==> config.mk <==
export PLATFORM = sky130hd
export DESIGN_NAME = fcfs_rank_order_top
export DESIGN_NICKNAME = d
export VERILOG_FILES = /design/src/sv/fro_pkg.sv /design/src/sv/fro_out_stage.sv /design/src/sv/fcfs_rank_order_top.sv
export SDC_FILE = /design/constraint.sdc
export NUM_CORES = 2
export LEC_CHECK = 0
export BUFFER_PORTS_ARGS = -buffer_cell sky130_fd_sc_hd__buf_2
export CORE_MARGIN = 10
export CORE_UTILIZATION = 45
export CTS_CLUSTER_DIAMETER = 40
export DETAILED_ROUTE_END_ITERATION = 7
export PLACE_DENSITY_LB_ADDON = 0.25
export SYNTH_ARGS = -nofsm -noshare
export SYNTH_HDL_FRONTEND = slang
export SYNTH_SLANG_ARGS = --single-unit
==> constraint.sdc <==
create_clock -name i_clk -period 5.2 [get_ports i_clk]
set_input_delay 1.04 -clock i_clk [delete_from_list [all_inputs] [get_ports i_clk]]
set_output_delay 1.04 -clock i_clk [all_outputs]
set_load 0.005 [all_outputs]
==> src/sv/fro_pkg.sv <==
// fro_pkg: shared types and constants of the first-come-first-served rank order block
// depends on nothing; imported by fro_out_stage and fcfs_rank_order_top
package fro_pkg;

    localparam int JOB_CAPACITY = 64;            // jobs kept per batch, 2..64
    localparam int IDX_W        = 6;             // job index width
    localparam int CNT_W        = IDX_W + 1;     // count that can hold the capacity
    localparam int MEM_DEPTH    = 1 << IDX_W;
    localparam int TIME_W       = 32;

    localparam logic [CNT_W-1:0] CAP_COUNT = CNT_W'(JOB_CAPACITY);

    typedef struct packed {
        logic [TIME_W-1:0] arrival_time;
        logic              batch_end;
    } t_in_word;

    typedef struct packed {
        logic [IDX_W-1:0] job_id;
        logic             run_last;
        logic             overflow;
    } t_out_word;

endpackage

==> src/sv/fro_out_stage.sv <==
// fro_out_stage: output register holding one result word until the consumer takes it
// depends on fro_pkg for the result word type
module fro_out_stage (
    input  logic              i_clk,
    input  logic              i_rst_n,
    input  logic              i_load,
    input  fro_pkg::t_out_word i_word,
    output logic              o_free,
    output logic              o_valid,
    input  logic              i_ready,
    output fro_pkg::t_out_word o_word
);
    import fro_pkg::*;

    logic      r_valid;
    logic      n_valid;
    t_out_word r_word;

    // free when empty or when the held word leaves at this edge
    assign o_free = !r_valid || i_ready;

    always_comb begin
        n_valid = r_valid;
        if (r_valid && i_ready) begin
            n_valid = 1'b0;
        end
        if (i_load) begin
            n_valid = 1'b1;
        end
    end

    always_ff @(posedge i_clk) begin
        if (!i_rst_n) begin
            r_valid <= 1'b0;
        end else begin
            r_valid <= n_valid;
        end
    end

    always_ff @(posedge i_clk) begin
        if (i_load) begin
            r_word <= i_word;
        end
    end

    assign o_valid = r_valid;
    assign o_word  = r_word;

endmodule

==> src/sv/fcfs_rank_order_top.sv <==
// fcfs_rank_order_top: loads a batch of arrival times and emits job indices in run order
// depends on fro_pkg and fro_out_stage
//
// Jobs are loaded one word per cycle while the block is idle; each word holds an arrival
// time and a batch_end flag. Up to JOB_CAPACITY jobs are kept in an arrival memory; further
// jobs are dropped and every result of that batch then carries overflow. The word with
// batch_end starts ordering: for each job i the block reads its time, then streams all n
// stored times through the single read port of the arrival memory and counts the jobs that
// come first (earlier time, or equal time and loaded earlier), which gives a stable sort.
// The job index is written into an order memory at its rank. The order memory is then read
// out, with a read state and a load state per result word, the load waiting while the output
// register is not free, the last marked by run_last. No input word is taken from batch_end
// until the final result word sits in the output register.
module fcfs_rank_order_top (
    input  logic               i_clk,
    input  logic               i_rst_n,
    input  logic               i_in_valid,
    output logic               o_in_ready,
    input  fro_pkg::t_in_word  i_in_word,
    output logic               o_out_valid,
    input  logic               i_out_ready,
    output fro_pkg::t_out_word o_out_word
);
    import fro_pkg::*;

    // one-hot sequencer
    typedef enum logic [5:0] {
        ST_IDLE      = 6'b000001,  // loading jobs
        ST_RANK_TI   = 6'b000010,  // read time of job i
        ST_RANK_T0   = 6'b000100,  // capture time of job i, start streaming
        ST_RANK_SCAN = 6'b001000,  // compare streamed times, count rank
        ST_EMIT_RD   = 6'b010000,  // read order memory
        ST_EMIT_LD   = 6'b100000   // move order entry to output register
    } t_state;

    t_state r_state;
    t_state n_state;

    // memories
    logic [TIME_W-1:0] arrival_mem [MEM_DEPTH];
    logic [IDX_W-1:0]  order_mem   [MEM_DEPTH];
    logic [TIME_W-1:0] r_arr_rd;
    logic [IDX_W-1:0]  r_ord_rd;

    // batch bookkeeping
    logic [CNT_W-1:0] r_count;     // jobs loaded so far in this batch
    logic [CNT_W-1:0] n_count;
    logic             r_dropped;   // a job of this batch was dropped
    logic             n_dropped;
    logic [CNT_W-1:0] r_n;         // batch size being ordered
    logic [CNT_W-1:0] n_n;
    logic             r_ovf;       // overflow of batch being ordered
    logic             n_ovf;

    // ranking
    logic [IDX_W-1:0]  r_i;
    logic [IDX_W-1:0]  n_i;
    logic [CNT_W-1:0]  r_j;        // next address to stream
    logic [CNT_W-1:0]  n_j;
    logic [IDX_W-1:0]  r_cmp_j;    // index of the time now on the read data
    logic [IDX_W-1:0]  n_cmp_j;
    logic              r_cmp_vld;
    logic              n_cmp_vld;
    logic [TIME_W-1:0] r_ti;
    logic [TIME_W-1:0] n_ti;
    logic [IDX_W-1:0]  r_rank;
    logic [IDX_W-1:0]  n_rank;
    logic [IDX_W-1:0]  rank_sum;
    logic              comes_first;
    logic              scan_done;

    // emit
    logic [IDX_W-1:0] r_k;
    logic [IDX_W-1:0] n_k;
    logic             emit_last;

    // memory controls
    logic              arr_we;
    logic [IDX_W-1:0]  arr_waddr;
    logic              arr_re;
    logic [IDX_W-1:0]  arr_raddr;
    logic              ord_we;
    logic              ord_re;

    // output stage
    logic      out_load;
    logic      out_free;
    t_out_word out_word;

    logic in_acc;
    logic room;

    assign o_in_ready = (r_state == ST_IDLE);
    assign in_acc     = i_in_valid && o_in_ready;
    assign room       = (r_count < CAP_COUNT);

    // job j comes before job i on an earlier time, ties go to the earlier load
    assign comes_first = (r_arr_rd < r_ti) || ((r_arr_rd == r_ti) && (r_cmp_j < r_i));
    assign rank_sum    = r_rank + IDX_W'(comes_first);
    // last streamed time is on the read data when nothing more is issued
    assign scan_done   = r_cmp_vld && (r_j == r_n);
    assign emit_last   = ({1'b0, r_k} + CNT_W'(1)) == r_n;

    always_comb begin
        n_state   = r_state;
        n_count   = r_count;
        n_dropped = r_dropped;
        n_n       = r_n;
        n_ovf     = r_ovf;
        n_i       = r_i;
        n_j       = r_j;
        n_cmp_j   = r_cmp_j;
        n_cmp_vld = r_cmp_vld;
        n_ti      = r_ti;
        n_rank    = r_rank;
        n_k       = r_k;
        arr_we    = 1'b0;
        arr_waddr = r_count[IDX_W-1:0];
        arr_re    = 1'b0;
        arr_raddr = r_i;
        ord_we    = 1'b0;
        ord_re    = 1'b0;
        out_load  = 1'b0;

        case (r_state)
            ST_IDLE: begin
                if (in_acc) begin
                    if (room) begin
                        arr_we  = 1'b1;
                        n_count = r_count + CNT_W'(1);
                    end else begin
                        n_dropped = 1'b1;
                    end
                    if (i_in_word.batch_end) begin
                        n_n       = n_count;
                        n_ovf     = n_dropped;
                        n_count   = '0;
                        n_dropped = 1'b0;
                        n_i       = '0;
                        n_state   = ST_RANK_TI;
                    end
                end
            end
            ST_RANK_TI: begin
                arr_re    = 1'b1;
                arr_raddr = r_i;
                n_state   = ST_RANK_T0;
            end
            ST_RANK_T0: begin
                n_ti      = r_arr_rd;
                n_rank    = '0;
                arr_re    = 1'b1;
                arr_raddr = '0;
                n_cmp_j   = '0;
                n_cmp_vld = 1'b1;
                n_j       = CNT_W'(1);
                n_state   = ST_RANK_SCAN;
            end
            ST_RANK_SCAN: begin
                if (r_cmp_vld) begin
                    n_rank = rank_sum;
                end
                if (r_j != r_n) begin
                    arr_re    = 1'b1;
                    arr_raddr = r_j[IDX_W-1:0];
                    n_cmp_j   = r_j[IDX_W-1:0];
                    n_j       = r_j + CNT_W'(1);
                    n_cmp_vld = 1'b1;
                end else begin
                    n_cmp_vld = 1'b0;
                end
                if (scan_done) begin
                    ord_we = 1'b1;
                    if (({1'b0, r_i} + CNT_W'(1)) == r_n) begin
                        n_k     = '0;
                        n_state = ST_EMIT_RD;
                    end else begin
                        n_i     = r_i + IDX_W'(1);
                        n_state = ST_RANK_TI;
                    end
                end
            end
            ST_EMIT_RD: begin
                ord_re  = 1'b1;
                n_state = ST_EMIT_LD;
            end
            ST_EMIT_LD: begin
                if (out_free) begin
                    out_load = 1'b1;
                    if (emit_last) begin
                        n_state = ST_IDLE;
                    end else begin
                        n_k     = r_k + IDX_W'(1);
                        n_state = ST_EMIT_RD;
                    end
                end
            end
            default: begin
                n_state = ST_IDLE;
            end
        endcase
    end

    // control state
    always_ff @(posedge i_clk) begin
        if (!i_rst_n) begin
            r_state   <= ST_IDLE;
            r_count   <= '0;
            r_dropped <= 1'b0;
            r_cmp_vld <= 1'b0;
        end else begin
            r_state   <= n_state;
            r_count   <= n_count;
            r_dropped <= n_dropped;
            r_cmp_vld <= n_cmp_vld;
        end
    end

    // datapath registers, meaningful only in the states that load them
    always_ff @(posedge i_clk) begin
        r_n     <= n_n;
        r_ovf   <= n_ovf;
        r_i     <= n_i;
        r_j     <= n_j;
        r_cmp_j <= n_cmp_j;
        r_ti    <= n_ti;
        r_rank  <= n_rank;
        r_k     <= n_k;
    end

    // arrival memory, one write and one registered read port
    always_ff @(posedge i_clk) begin
        if (arr_we) begin
            arrival_mem[arr_waddr] <= i_in_word.arrival_time;
        end
        if (arr_re) begin
            r_arr_rd <= arrival_mem[arr_raddr];
        end
    end

    // order memory, job index written at its rank, read in run order
    always_ff @(posedge i_clk) begin
        if (ord_we) begin
            order_mem[rank_sum] <= r_i;
        end
        if (ord_re) begin
            r_ord_rd <= order_mem[r_k];
        end
    end

    always_comb begin
        out_word.job_id   = r_ord_rd;
        out_word.run_last = emit_last;
        out_word.overflow = r_ovf;
    end

    fro_out_stage u_out_stage (
        .i_clk   (i_clk),
        .i_rst_n (i_rst_n),
        .i_load  (out_load),
        .i_word  (out_word),
        .o_free  (out_free),
        .o_valid (o_out_valid),
        .i_ready (i_out_ready),
        .o_word  (o_out_word)
    );

endmodule
==> metrics.csv <==
metric;value;unit
grt_util_met1;30.5;%
cp_max_fo;6;
overflow;0;
crit_type;register to register;
synth.largest_area_cell;edfxtp_1;
coreArea;0.223;mm^2
port_buffers;46;
synth_most_common_cell;edfxtp_1;
hpwl;165;mm
cts_tree;done;
powerDensity;461;mW/mm^2
p_sw_share;26.5;%
layoutNonFillerInstCount;10294;
cts_resized;0;
syn_nets;6741;
tns;0;ps
p_leak;40.3;nW
fin_crit_sh;94.0;%
die_height;493;um
grt_pass1_vias;59236;
netlist_instances;6661;
synth_seq_cells;2565;
preCtsSetupSlack;419;ps
ant_nets;0;
hold_buffers;0;
drc;1;
status;finished with violations;
setup-violations-final;0;
min_path_type;register to register;
async_reset_ff_share;0;%
clkTransAtPathRegs;60;ps
crit_slowest_cell;nor4_1;
yosysUniqueCellTypes;78;
cp-end-kind;register;
num-fill-cells;17892;
grt_pass1_wl;414;mm
yosysTopAreaCellShare;75.9;%
finalNetCount;7116;
grt_max_degree;115;
routabilityCongestion;0.864;
final_layout_size_suffix_gt1_share;15.9;%
layout_setup_ws;310;ps
yosys_warnings;0;
place_inst;9650;
hold_viol_final;0;
syn2layout_area_growth;18.0;%
slowest_delay;490;ps
synth_edf_count;2549;
p_sw;14.5;mW
path_common_cell;buf_4;
relSlewSlack;12.7;%
vias_per_cell;5.89;
yosysSeqAreaShare;76.2;%
drtIter0Drc;6945;
cts_setup_buffers;0;
drv_slew;0;
fin_skew;124;ps
track_usage;22.9;%
fin_total_pwr;54.9;mW
synth_area;0.101;mm^2
seqPwrFrac;42.2;%
p_comb_share;13.8;%
synth-main-ff-cell;edfxtp_1;
antenna_found_initial;13;
worst_ir_drop_vdd;314;uV
die_w;493;um
cts_buffer_depth;4;
critPathArrivalTime;5390;ps
r2r_slack;310;ps
numCtsBuffers;359;
met2_usage;37.2;%
violations;DRC;
die_area;0.243;mm^2
htreeDepth;5;
yosys-top-cells-count;2549 x edfxtp_1, 1237 x nand2_1, 466 x mux2i_1, 444 x a21oi_1, 222 x nand3_1;
drtPass1Iterations;8;
worstMarginPinSlew;1300;ps
start_util;45.3;%
routed_wl;286;mm
cts-root-buf;clkbuf_16;
met3_usage;4.04;%
p_clk_share;44.0;%
rsz0062_at_grt;false;
synthTopCellsByArea;edfxtp_1 76%, mux2i_1 4.6%, nand2_1 4.6%, a21oi_1 2.2%, o22ai_1 1.3%;
drv_cap;0;
vias;60602;
rows;173;
grt.busiest_layer;met2;
internal_power;40.4;mW
detail_route.wl_per_cell;27.8;um
cp_cell_sequence;ha_1 > nand4_1 > or2_2 > nor3_1 > inv_1 > nor3_1 > nand2_1 > o221ai_1 > o41ai_2 > buf_4 > ha_1 > nor4_1 > buf_4 > nand2_1 > buf_4 > nor2_1;
cp.required;5700;ps
period_needed;4890;ps
ios;47;
numClockSinks;2565;
clkLatencyLatePin;980;ps
startpoint_type;register;
synth.avg_cell_area;15.1;um^2
clock.fmax;0.205;GHz
-- registers in the layout (all words and copies together) (netlist names) --
signal,cells
arrival_mem,2048
order_mem,384
r_arr_rd,32
r_ti,32
u_out_stage.o_word,8
r_count,7
r_j,7
r_n,7
r_cmp_j,6
r_i,6
r_k,6
r_ord_rd,6
r_rank,6
r_state,6
r_cmp_vld,1
r_dropped,1
r_ovf,1
u_out_stage.o_valid,1
-- through the flow --
step                area, um^2  hold WS (ps)  utilization (%)
floorplan               101000           400                -
global placement        107000           411             48.1
detailed placement      107000           405             48.1
CTS                     119000           418             53.5
global route            119000           423             53.5
finish                  119000           416             53.5
-- kinds of logic (layout without fill, tap and decap cells) --
| kind of cell | after synthesis | after routing | synth area share (%) |
|---|---|---|---|
| and+or+nand+nor | 2005 | 2005 | 8.75 |
| buffers and inverters | 440 | 1093 | 1.94 |
| xor gates and xnor gates | 44 | 44 | 0.382 |
| other | 0 | 5 | 0 |
| adders and majority gates | 43 | 43 | 0.533 |
| DFF | 2565 | 2565 | 76.2 |
| muxes | 558 | 558 | 6.27 |
| AOI/OAI and AO/OA | 1006 | 1006 | 5.93 |
-- routing by layer --
layer	share of wire (%)	vias to the layer above
li1	-	26327
met1	40	30918
met2	48	2741
met3	7.7	604
met4	4.2	12
met5	0.027	-
-- power groups by stage --
stage / Sequential (mW) / Combinational [mW] / Clock, mW
floorplan: 23.7 / 4.04 / 0
global placement: 23.6 / 7.46 / 0
detailed placement: 23.6 / 7.52 / 0
CTS: 23.2 / 7.55 / 24.4
global route: 23.2 / 7.98 / 25.3
finish: 23.2 / 7.56 / 24.1
-- cell type report --
class                      count  area [um^2]  area share [%]
timing repair buffer         406         3680            3.09
antenna                        5         12.5          0.0105
clock buffer                 394         9210            7.74
sequential                  2565        76900            64.6
inverter                      48          180           0.151
tap                         2975         3720            3.13
clock inverter               245         2700            2.27
multi-input combinational   3656        22700            19.1
-- path summary, 6_finish.rpt --
path / endpoint / start / cells past startpoint
setup / recovery: order_mem[48][4]$_DFFE_PP_ / r_arr_rd[27]$_DFFE_PP_ / 16
hold / removal: u_out_stage.o_word[3]$_DFFE_PP_ / r_ord_rd[1]$_DFFE_PP_ / 0
hold reg to reg: u_out_stage.o_word[3]$_DFFE_PP_ / r_ord_rd[1]$_DFFE_PP_ / 0
setup reg to reg: order_mem[48][4]$_DFFE_PP_ / r_arr_rd[27]$_DFFE_PP_ / 16
-- worst max-delay path, delay by kind of cell, from the launching register on --
kind            cells  cell delay (ps)
fa+ha+maj           2              640
simple gates        8             2310
compound gates      2              380
buf+inv             4              700
flops               1              410
-- cells in the final DEF, fill, tap and decap left out, types with 18 or more instances in the layout --
master      count
edfxtp_1     2549
nand2_1      1235
mux2i_1       466
a21oi_1       444
clkbuf_16     363
buf_4         300
nand3_1       222
o22ai_1       203
nor2_1        117
o21ai_0        98
and3_1         96
a31oi_1        90
or4_1          79
nor4_1         69
nor2_4         63
buf_12         60
mux4_2         55
a221oi_1       50
inv_1          47
buf_2          46
ha_1           43
clkinvlp_4     43
nor3_1         42
inv_6          42
bufinv_16      40
clkinv_1       39
mux2_2         36
clkinv_2       34
clkbuf_1       30
clkinv_4       29
xnor2_1        28
o221ai_1       26
nand4_1        18
Note: power is estimated with default switching activity, not from simulation.
